### config.mk
export PLATFORM = sky130hd
export DESIGN_NAME = modified_utf8_string_decoder
export DESIGN_NICKNAME = d
export VERILOG_FILES = /design/src/design/mutf8_pkg.sv /design/src/design/mutf8_front.sv /design/src/design/mutf8_queue.sv /design/src/design/mutf8_back.sv /design/src/design/modified_utf8_string_decoder.sv
export SDC_FILE = /design/constraint.sdc
export NUM_CORES = 1
export LEC_CHECK = 0
export BUFFER_PORTS_ARGS = -buffer_cell sky130_fd_sc_hd__clkbuf_2
export CAP_MARGIN = 0
export CORE_MARGIN = 2
export CORE_UTILIZATION = 40
export DETAILED_ROUTE_END_ITERATION = 8
export GPL_TIMING_DRIVEN = 1
export SYNTH_ARGS = -nofsm -noshare
export SYNTH_HDL_FRONTEND = slang
export SYNTH_HIERARCHICAL = 1
export SYNTH_SLANG_ARGS = --single-unit
### constraint.sdc
create_clock -name clk_i -period 12.3 [get_ports clk_i]
set_input_delay 1.845 -clock clk_i [delete_from_list [all_inputs] [get_ports clk_i]]
set_output_delay 1.845 -clock clk_i [all_outputs]
set_load 0.02 [all_outputs]
### src/design/mutf8_pkg.sv
`timescale 1ns / 1ps

package mutf8_pkg;

  typedef enum logic [1:0] {
    PhLenHi = 2'd0,
    PhLenLo = 2'd1,
    PhData  = 2'd2,
    PhSkip  = 2'd3
  } phase_e;

  typedef enum logic [2:0] {
    StChar  = 3'd0,
    StEmpty = 3'd1,
    StTrunc = 3'd2,
    StBadC  = 3'd3,
    StBadL  = 3'd4
  } status_e;

  typedef struct packed {
    logic [15:0] code_unit;
    status_e     status;
    logic        last;
  } result_t;

  localparam int unsigned QueueDepth = 2;
  localparam int unsigned QueuePtrW  = $clog2(QueueDepth);
  localparam int unsigned QueueCntW  = $clog2(QueueDepth + 1);

  localparam logic [7:0] ContMask  = 8'hC0;
  localparam logic [7:0] ContMatch = 8'h80;
  localparam logic [7:0] AsciiMax  = 8'd127;

endpackage

### src/design/mutf8_front.sv
`timescale 1ns / 1ps

module mutf8_front (
  input  logic                clk_i,
  input  logic                rst_ni,
  input  logic                take_i,
  input  logic [7:0]          data_byte_i,
  output logic                push_o,
  output mutf8_pkg::result_t  result_o
);
  import mutf8_pkg::*;

  phase_e      phase_q, phase_d;
  logic [7:0]  len_hi_q, len_hi_d;
  logic [15:0] left_q, left_d;
  logic [1:0]  cont_q, cont_d;
  logic [15:0] part_q, part_d;
  logic        bad_q, bad_d;

  logic [15:0] rem;
  logic [15:0] len;
  logic        bad_n;
  logic [1:0]  cont_n;
  logic [15:0] part_n;

  always_ff @(posedge clk_i or negedge rst_ni) begin
    if (!rst_ni) begin
      phase_q  <= PhLenHi;
      len_hi_q <= '0;
      left_q   <= '0;
      cont_q   <= '0;
      part_q   <= '0;
      bad_q    <= 1'b0;
    end else if (take_i) begin
      phase_q  <= phase_d;
      len_hi_q <= len_hi_d;
      left_q   <= left_d;
      cont_q   <= cont_d;
      part_q   <= part_d;
      bad_q    <= bad_d;
    end
  end

  always_comb begin
    phase_d  = phase_q;
    len_hi_d = len_hi_q;
    left_d   = left_q;
    cont_d   = cont_q;
    part_d   = part_q;
    bad_d    = bad_q;
    push_o   = 1'b0;
    result_o = '{code_unit: 16'd0, status: StChar, last: 1'b0};

    rem    = left_q - 16'd1;
    len    = {len_hi_q, data_byte_i};
    bad_n  = bad_q | ((data_byte_i & ContMask) != ContMatch);
    cont_n = cont_q - 2'd1;
    part_n = part_q | ({10'd0, data_byte_i[5:0]} << ((cont_n == 2'd1) ? 6 : 0));

    case (phase_q)
      PhLenHi: begin
        len_hi_d = data_byte_i;
        phase_d  = PhLenLo;
      end
      PhLenLo: begin
        cont_d = '0;
        bad_d  = 1'b0;
        part_d = '0;
        if (len == 16'd0) begin
          left_d   = '0;
          phase_d  = PhLenHi;
          push_o   = 1'b1;
          result_o = '{code_unit: 16'd0, status: StEmpty, last: 1'b1};
        end else begin
          left_d  = len;
          phase_d = PhData;
        end
      end
      PhSkip: begin
        left_d = rem;
        if (rem == 16'd0) begin
          phase_d = PhLenHi;
        end
      end
      PhData: begin
        left_d = rem;
        if (cont_q == 2'd0) begin
          if (data_byte_i <= AsciiMax) begin
            if (rem == 16'd0) begin
              phase_d = PhLenHi;
            end
            push_o   = 1'b1;
            result_o = '{code_unit: {8'd0, data_byte_i}, status: StChar,
                         last: (rem == 16'd0)};
          end else if (data_byte_i[7:5] == 3'b110 && rem != 16'd0) begin
            part_d = {5'd0, data_byte_i[4:0], 6'd0};
            cont_d = 2'd1;
            bad_d  = 1'b0;
          end else if (data_byte_i[7:4] == 4'b1110 && rem > 16'd1) begin
            part_d = {data_byte_i[3:0], 12'd0};
            cont_d = 2'd2;
            bad_d  = 1'b0;
          end else begin
            cont_d   = '0;
            bad_d    = 1'b0;
            part_d   = '0;
            phase_d  = (rem != 16'd0) ? PhSkip : PhLenHi;
            push_o   = 1'b1;
            result_o = '{code_unit: 16'd0,
                         status: (data_byte_i[7:5] == 3'b110 ||
                                  data_byte_i[7:4] == 4'b1110) ? StTrunc : StBadL,
                         last: 1'b1};
          end
        end else begin
          cont_d = cont_n;
          part_d = part_n;
          bad_d  = bad_n;
          if (cont_n == 2'd0) begin
            push_o = 1'b1;
            part_d = '0;
            if (bad_n) begin
              cont_d   = '0;
              bad_d    = 1'b0;
              phase_d  = (rem != 16'd0) ? PhSkip : PhLenHi;
              result_o = '{code_unit: 16'd0, status: StBadC, last: 1'b1};
            end else begin
              if (rem == 16'd0) begin
                phase_d = PhLenHi;
              end
              result_o = '{code_unit: part_n, status: StChar, last: (rem == 16'd0)};
            end
          end
        end
      end
      default: begin
        phase_d = PhLenHi;
      end
    endcase
  end

endmodule

### src/design/mutf8_queue.sv
`timescale 1ns / 1ps

module mutf8_queue (
  input  logic                clk_i,
  input  logic                rst_ni,
  input  logic                push_i,
  input  mutf8_pkg::result_t  push_data_i,
  output logic                full_o,
  input  logic                pop_i,
  output logic                empty_o,
  output mutf8_pkg::result_t  pop_data_o
);
  import mutf8_pkg::*;

  result_t                 mem_q [QueueDepth];
  logic [QueuePtrW-1:0]    wr_q, wr_d;
  logic [QueuePtrW-1:0]    rd_q, rd_d;
  logic [QueueCntW-1:0]    cnt_q, cnt_d;

  assign full_o     = (cnt_q == QueueCntW'(QueueDepth));
  assign empty_o    = (cnt_q == '0);
  assign pop_data_o = mem_q[rd_q];

  always_comb begin
    wr_d  = push_i ? wr_q + 1'b1 : wr_q;
    rd_d  = pop_i ? rd_q + 1'b1 : rd_q;
    cnt_d = cnt_q + QueueCntW'(push_i) - QueueCntW'(pop_i);
  end

  always_ff @(posedge clk_i or negedge rst_ni) begin
    if (!rst_ni) begin
      wr_q  <= '0;
      rd_q  <= '0;
      cnt_q <= '0;
    end else begin
      wr_q  <= wr_d;
      rd_q  <= rd_d;
      cnt_q <= cnt_d;
    end
  end

  always_ff @(posedge clk_i) begin
    if (push_i) begin
      mem_q[wr_q] <= push_data_i;
    end
  end

endmodule

### src/design/mutf8_back.sv
`timescale 1ns / 1ps

module mutf8_back (
  input  logic                clk_i,
  input  logic                rst_ni,
  input  logic                empty_i,
  input  mutf8_pkg::result_t  data_i,
  output logic                pop_o,
  output logic                out_valid_o,
  input  logic                out_stall_i,
  output mutf8_pkg::result_t  out_data_o
);
  import mutf8_pkg::*;

  logic    valid_q, valid_d;
  result_t data_q;

  assign pop_o       = !empty_i && (!valid_q || !out_stall_i);
  assign valid_d     = pop_o || (valid_q && out_stall_i);
  assign out_valid_o = valid_q;
  assign out_data_o  = data_q;

  always_ff @(posedge clk_i or negedge rst_ni) begin
    if (!rst_ni) begin
      valid_q <= 1'b0;
    end else begin
      valid_q <= valid_d;
    end
  end

  always_ff @(posedge clk_i) begin
    if (pop_o) begin
      data_q <= data_i;
    end
  end

endmodule

### src/design/modified_utf8_string_decoder.sv
`timescale 1ns / 1ps

// Channel   Direction  Handshake              Payload
// in        input      in_valid_i/in_stall_o  in_data_byte_i
// out       output     out_valid_o/out_stall_i out_code_unit_o, out_status_o, out_last_o
//
// One byte is accepted per cycle while the input is not stalled; the result that a
// byte completes is written into a queue entry and then registered in the output stage.
// Reset is asynchronous and active low; it clears the decode state and the queue.
// The input stalls only while the two-entry result queue is full.

module modified_utf8_string_decoder (
  input  logic        clk_i,
  input  logic        rst_ni,
  input  logic        in_valid_i,
  output logic        in_stall_o,
  input  logic [7:0]  in_data_byte_i,
  output logic        out_valid_o,
  input  logic        out_stall_i,
  output logic [15:0] out_code_unit_o,
  output logic [2:0]  out_status_o,
  output logic        out_last_o
);
  import mutf8_pkg::*;

  logic    take;
  logic    push;
  logic    full;
  logic    empty;
  logic    pop;
  result_t front_res;
  result_t queue_res;
  result_t out_res;

  assign in_stall_o = full;
  assign take       = in_valid_i && !full;

  mutf8_front u_front (
    .clk_i       (clk_i),
    .rst_ni      (rst_ni),
    .take_i      (take),
    .data_byte_i (in_data_byte_i),
    .push_o      (push),
    .result_o    (front_res)
  );

  mutf8_queue u_queue (
    .clk_i       (clk_i),
    .rst_ni      (rst_ni),
    .push_i      (take && push),
    .push_data_i (front_res),
    .full_o      (full),
    .pop_i       (pop),
    .empty_o     (empty),
    .pop_data_o  (queue_res)
  );

  mutf8_back u_back (
    .clk_i       (clk_i),
    .rst_ni      (rst_ni),
    .empty_i     (empty),
    .data_i      (queue_res),
    .pop_o       (pop),
    .out_valid_o (out_valid_o),
    .out_stall_i (out_stall_i),
    .out_data_o  (out_res)
  );

  assign out_code_unit_o = out_res.code_unit;
  assign out_status_o    = out_res.status;
  assign out_last_o      = out_res.last;

endmodule
==> impl_metrics.tcl <==
set metrics [dict create \
    run_status "complete, no violations" \
    route.detailed.drc 0 \
    ys_top_cells_by_area "edfxtp_1, dfrtp_1, mux2_4" \
    min-delay-start "u_queue/wr_q" \
    yosysTopAreaCell "edfxtp_1" \
    cts_buffers 9 \
    crit_arrival_ns 4.10 \
    clock_skew_ns 0.00715 \
    worstPathRequired_ns 12.28 \
    io_buffers 33 \
    worstMarginPinSlew_ns 1.19 \
    setup_viol 0 \
    post-cts-setup-buffers 0 \
    vias 3646 \
    routedWlPerCell_um 17.0 \
    ys_seq_area_share_pct 56.5 \
    power.density_nw_per_um2 225 \
    syn_inst 470 \
    firstDrtPassIters 4 \
    cts.sinks 110 \
    vdd_drop_max_mv 0.0907 \
    clock-root-buffer "clkbuf_16" \
    synth_enable_flop_cells 60 \
    antenna_left 0 \
    num_rows 42 \
    setup_slack_ns 8.17 \
    dpl.hpwl_mm 8.03 \
    core_um2 13200 \
    hp-class "reg -> reg" \
    dieWidth_um 120 \
    synthArstFlopShare_pct 45.5 \
    overflow 0 \
    worstSetupPathType "reg -> reg" \
    clock_latency_ns 0.35 \
    rsz0062_at_grt "no" \
    post-synth-top-count-cell "edfxtp_1" \
    cts_tree "yes" \
    synth_top_flop_cell "edfxtp_1" \
    gp_congestion 0.863 \
    ys_ff_latch 110 \
    grt_pass1_vias 3504 \
    p_leak_uw 0.00234 \
    grt_pass1_wl_mm 18.7 \
    rrSetupSlack_ns 8.17 \
    clk_path_buf_depth 2 \
    synth_top_area_share_pct 33.3 \
    die_height_um 120 \
    final_hold_viol_count 0 \
    die-area_um2 14500 \
    io_pins 34 \
    end_kind "flop" \
    totalWireLength_mm 11.5 \
    track_usage_pct 16.6 \
    drtIter0Drc 265 \
    cts_resized 0 \
    hold_path_end "u_queue/wr_q" \
    clk_pin_slew_ns 0.07 \
    synthTopCellsByCount "edfxtp_1, dfrtp_1, nor2_1, a21oi_1, nand2_1" \
    post-route-util_pct 45.2 \
    worstReg2RegEnd "u_queue/mem_q[1][12]" \
    rr_worst_depth 11 \
    place_worst_setup_slack_ns 8.06 \
    maxCapViolCount 0 \
    setup_tns_ns 0 \
    synth_cell_type_count 62 \
    start_kind "flop" \
    holdPathStages 1 \
    slew_violations 0 \
    h-tree-depth 3 \
    yosysWarnings 6 \
    layout_min_cycle_time_ns 4.13 \
    grt_start_max_net_pins 51 \
    start_util_pct 40.8 \
    holdBufCountCts 0 \
    nNetsFinal 517 \
    syn2layout_area_growth_pct 10.8 \
    slew_headroom_pct 20.5 \
    routed_via_density 5.42 \
    r2r-start "u_front/left_q[0]" \
    layout-drive-gt1-share_pct 19.5 \
    antenna_found_initial 0 \
    cp_max_fo 20 \
    n_antenna_cell 0 \
    avgSynthCellArea_um2 11.5 \
    syn-num-nets 495 \
    fin_crit_sh_pct 33.6 \
    netlist_area_um2 5410 \
    clock.fmax_ghz 0.242 \
]
routing by layer:
layer | vias up | GRT usage [%] | wire length (um)
met5 | - | 0 | 0
met3 | 10 | 4.10 | 488
met4 | 0 | 4.65 | 142
li1 | 1762 | - | -
met2 | 94 | 27.7 | 5770
met1 | 1780 | 21.5 | 5060
registers in the layout, indices dropped and copies added, names as in the netlist:
| name | cells |
|---|---|
| u_back/out_data_o | 20 |
| u_back/out_valid_o | 1 |
| u_front/bad_q | 1 |
| u_front/cont_q | 2 |
| u_front/left_q | 16 |
| u_front/len_hi_q | 8 |
| u_front/part_q | 16 |
| u_front/phase_q | 2 |
| u_queue/cnt_q | 2 |
| u_queue/mem_q | 40 |
| u_queue/rd_q | 1 |
| u_queue/wr_q | 1 |
where the power goes:
group	switching, uW	internal [uW]	leakage [uW]
sequential	106	493	0.00119
clock	136	146	0.000140
combinational	271	195	0.00101
cells by family after synthesis:
| group | count (synthesis) | share of synthesized area (%) |
|---|---|---|
| simple gates | 165 | 16.2 |
| flops | 110 | 56.5 |
| compound gates | 109 | 12.8 |
| buf+inv | 40 | 3.26 |
| mux | 28 | 7.15 |
| fa+ha+maj | 13 | 3.01 |
| xor+xnor | 5 | 1.09 |
critical path, stage by stage (launching register included):
cell     delay [ns]
dfrtp_1        0.44
inv_1          0.12
ha_1           0.27
or4b_4         0.53
o31ai_1        0.39
nand4_1        0.14
nor4_1         0.33
nand3_1        0.14
a211o_1        0.33
nand2_1        0.09
and3b_1        0.22
and2_1         0.76
per-stage QoR:
stage	total power (uW)	hold slack, ns	cell area, um2	instances
2_1_floorplan	944	0.455	5410	470
3_3_place_gp	1060	0.469	5710	657
3_5_place_dp	1070	0.474	5710	657
4_1_cts	1360	0.487	5990	673
5_1_grt	1440	0.516	5990	673
6_report	1350	0.486	5990	673
cell type report:
| class | instances | area (um2) |
|---|---|---|
| clock buffer | 11 | 243 |
| tap | 176 | 220 |
| clock inverter | 5 | 41.3 |
| timing repair buffer | 38 | 203 |
| sequential | 110 | 3050 |
| inverter | 13 | 48.8 |
| multi-input combinational | 320 | 2180 |
| fill | 1237 | 7250 |
cell usage in the layout (no fill, tap or decap), drive strengths merged, types with 2 or more instances in the layout:
master  instances
o32ai           2
o21ai          29
a31oi           3
and4            2
or3             5
o211ai          3
edfxtp         60
o21a            2
buf             5
or4             2
o41ai           2
nor4            8
mux2           28
xor2            3
or2             2
o22ai           5
ha             13
o31ai           2
dfrtp          50
nand3          15
inv            16
nor2           43
clkbuf         44
nand2          40
and2            7
a22o           10
nor4b           4
nor3           10
and3            3
nand4           5
a21oi          40
nand2b          8
nor2b           7
worst max-delay path by stage:
stage / startpoint / to / slack (ns)
after floorplan: in_data_byte_i[0] / u_queue/mem_q[0][0] / 8.12
after global placement: in_data_byte_i[5] / u_queue/mem_q[1][18] / 8.09
after detailed placement: in_data_byte_i[5] / u_queue/mem_q[1][18] / 8.06
after CTS: u_front/left_q[1] / u_queue/mem_q[1][14] / 8.22
after global routing: u_front/left_q[1] / u_queue/mem_q[1][14] / 7.86
final: u_front/left_q[0] / u_queue/mem_q[1][12] / 8.17
No activity file was read; power rests on OpenSTA's default activity.
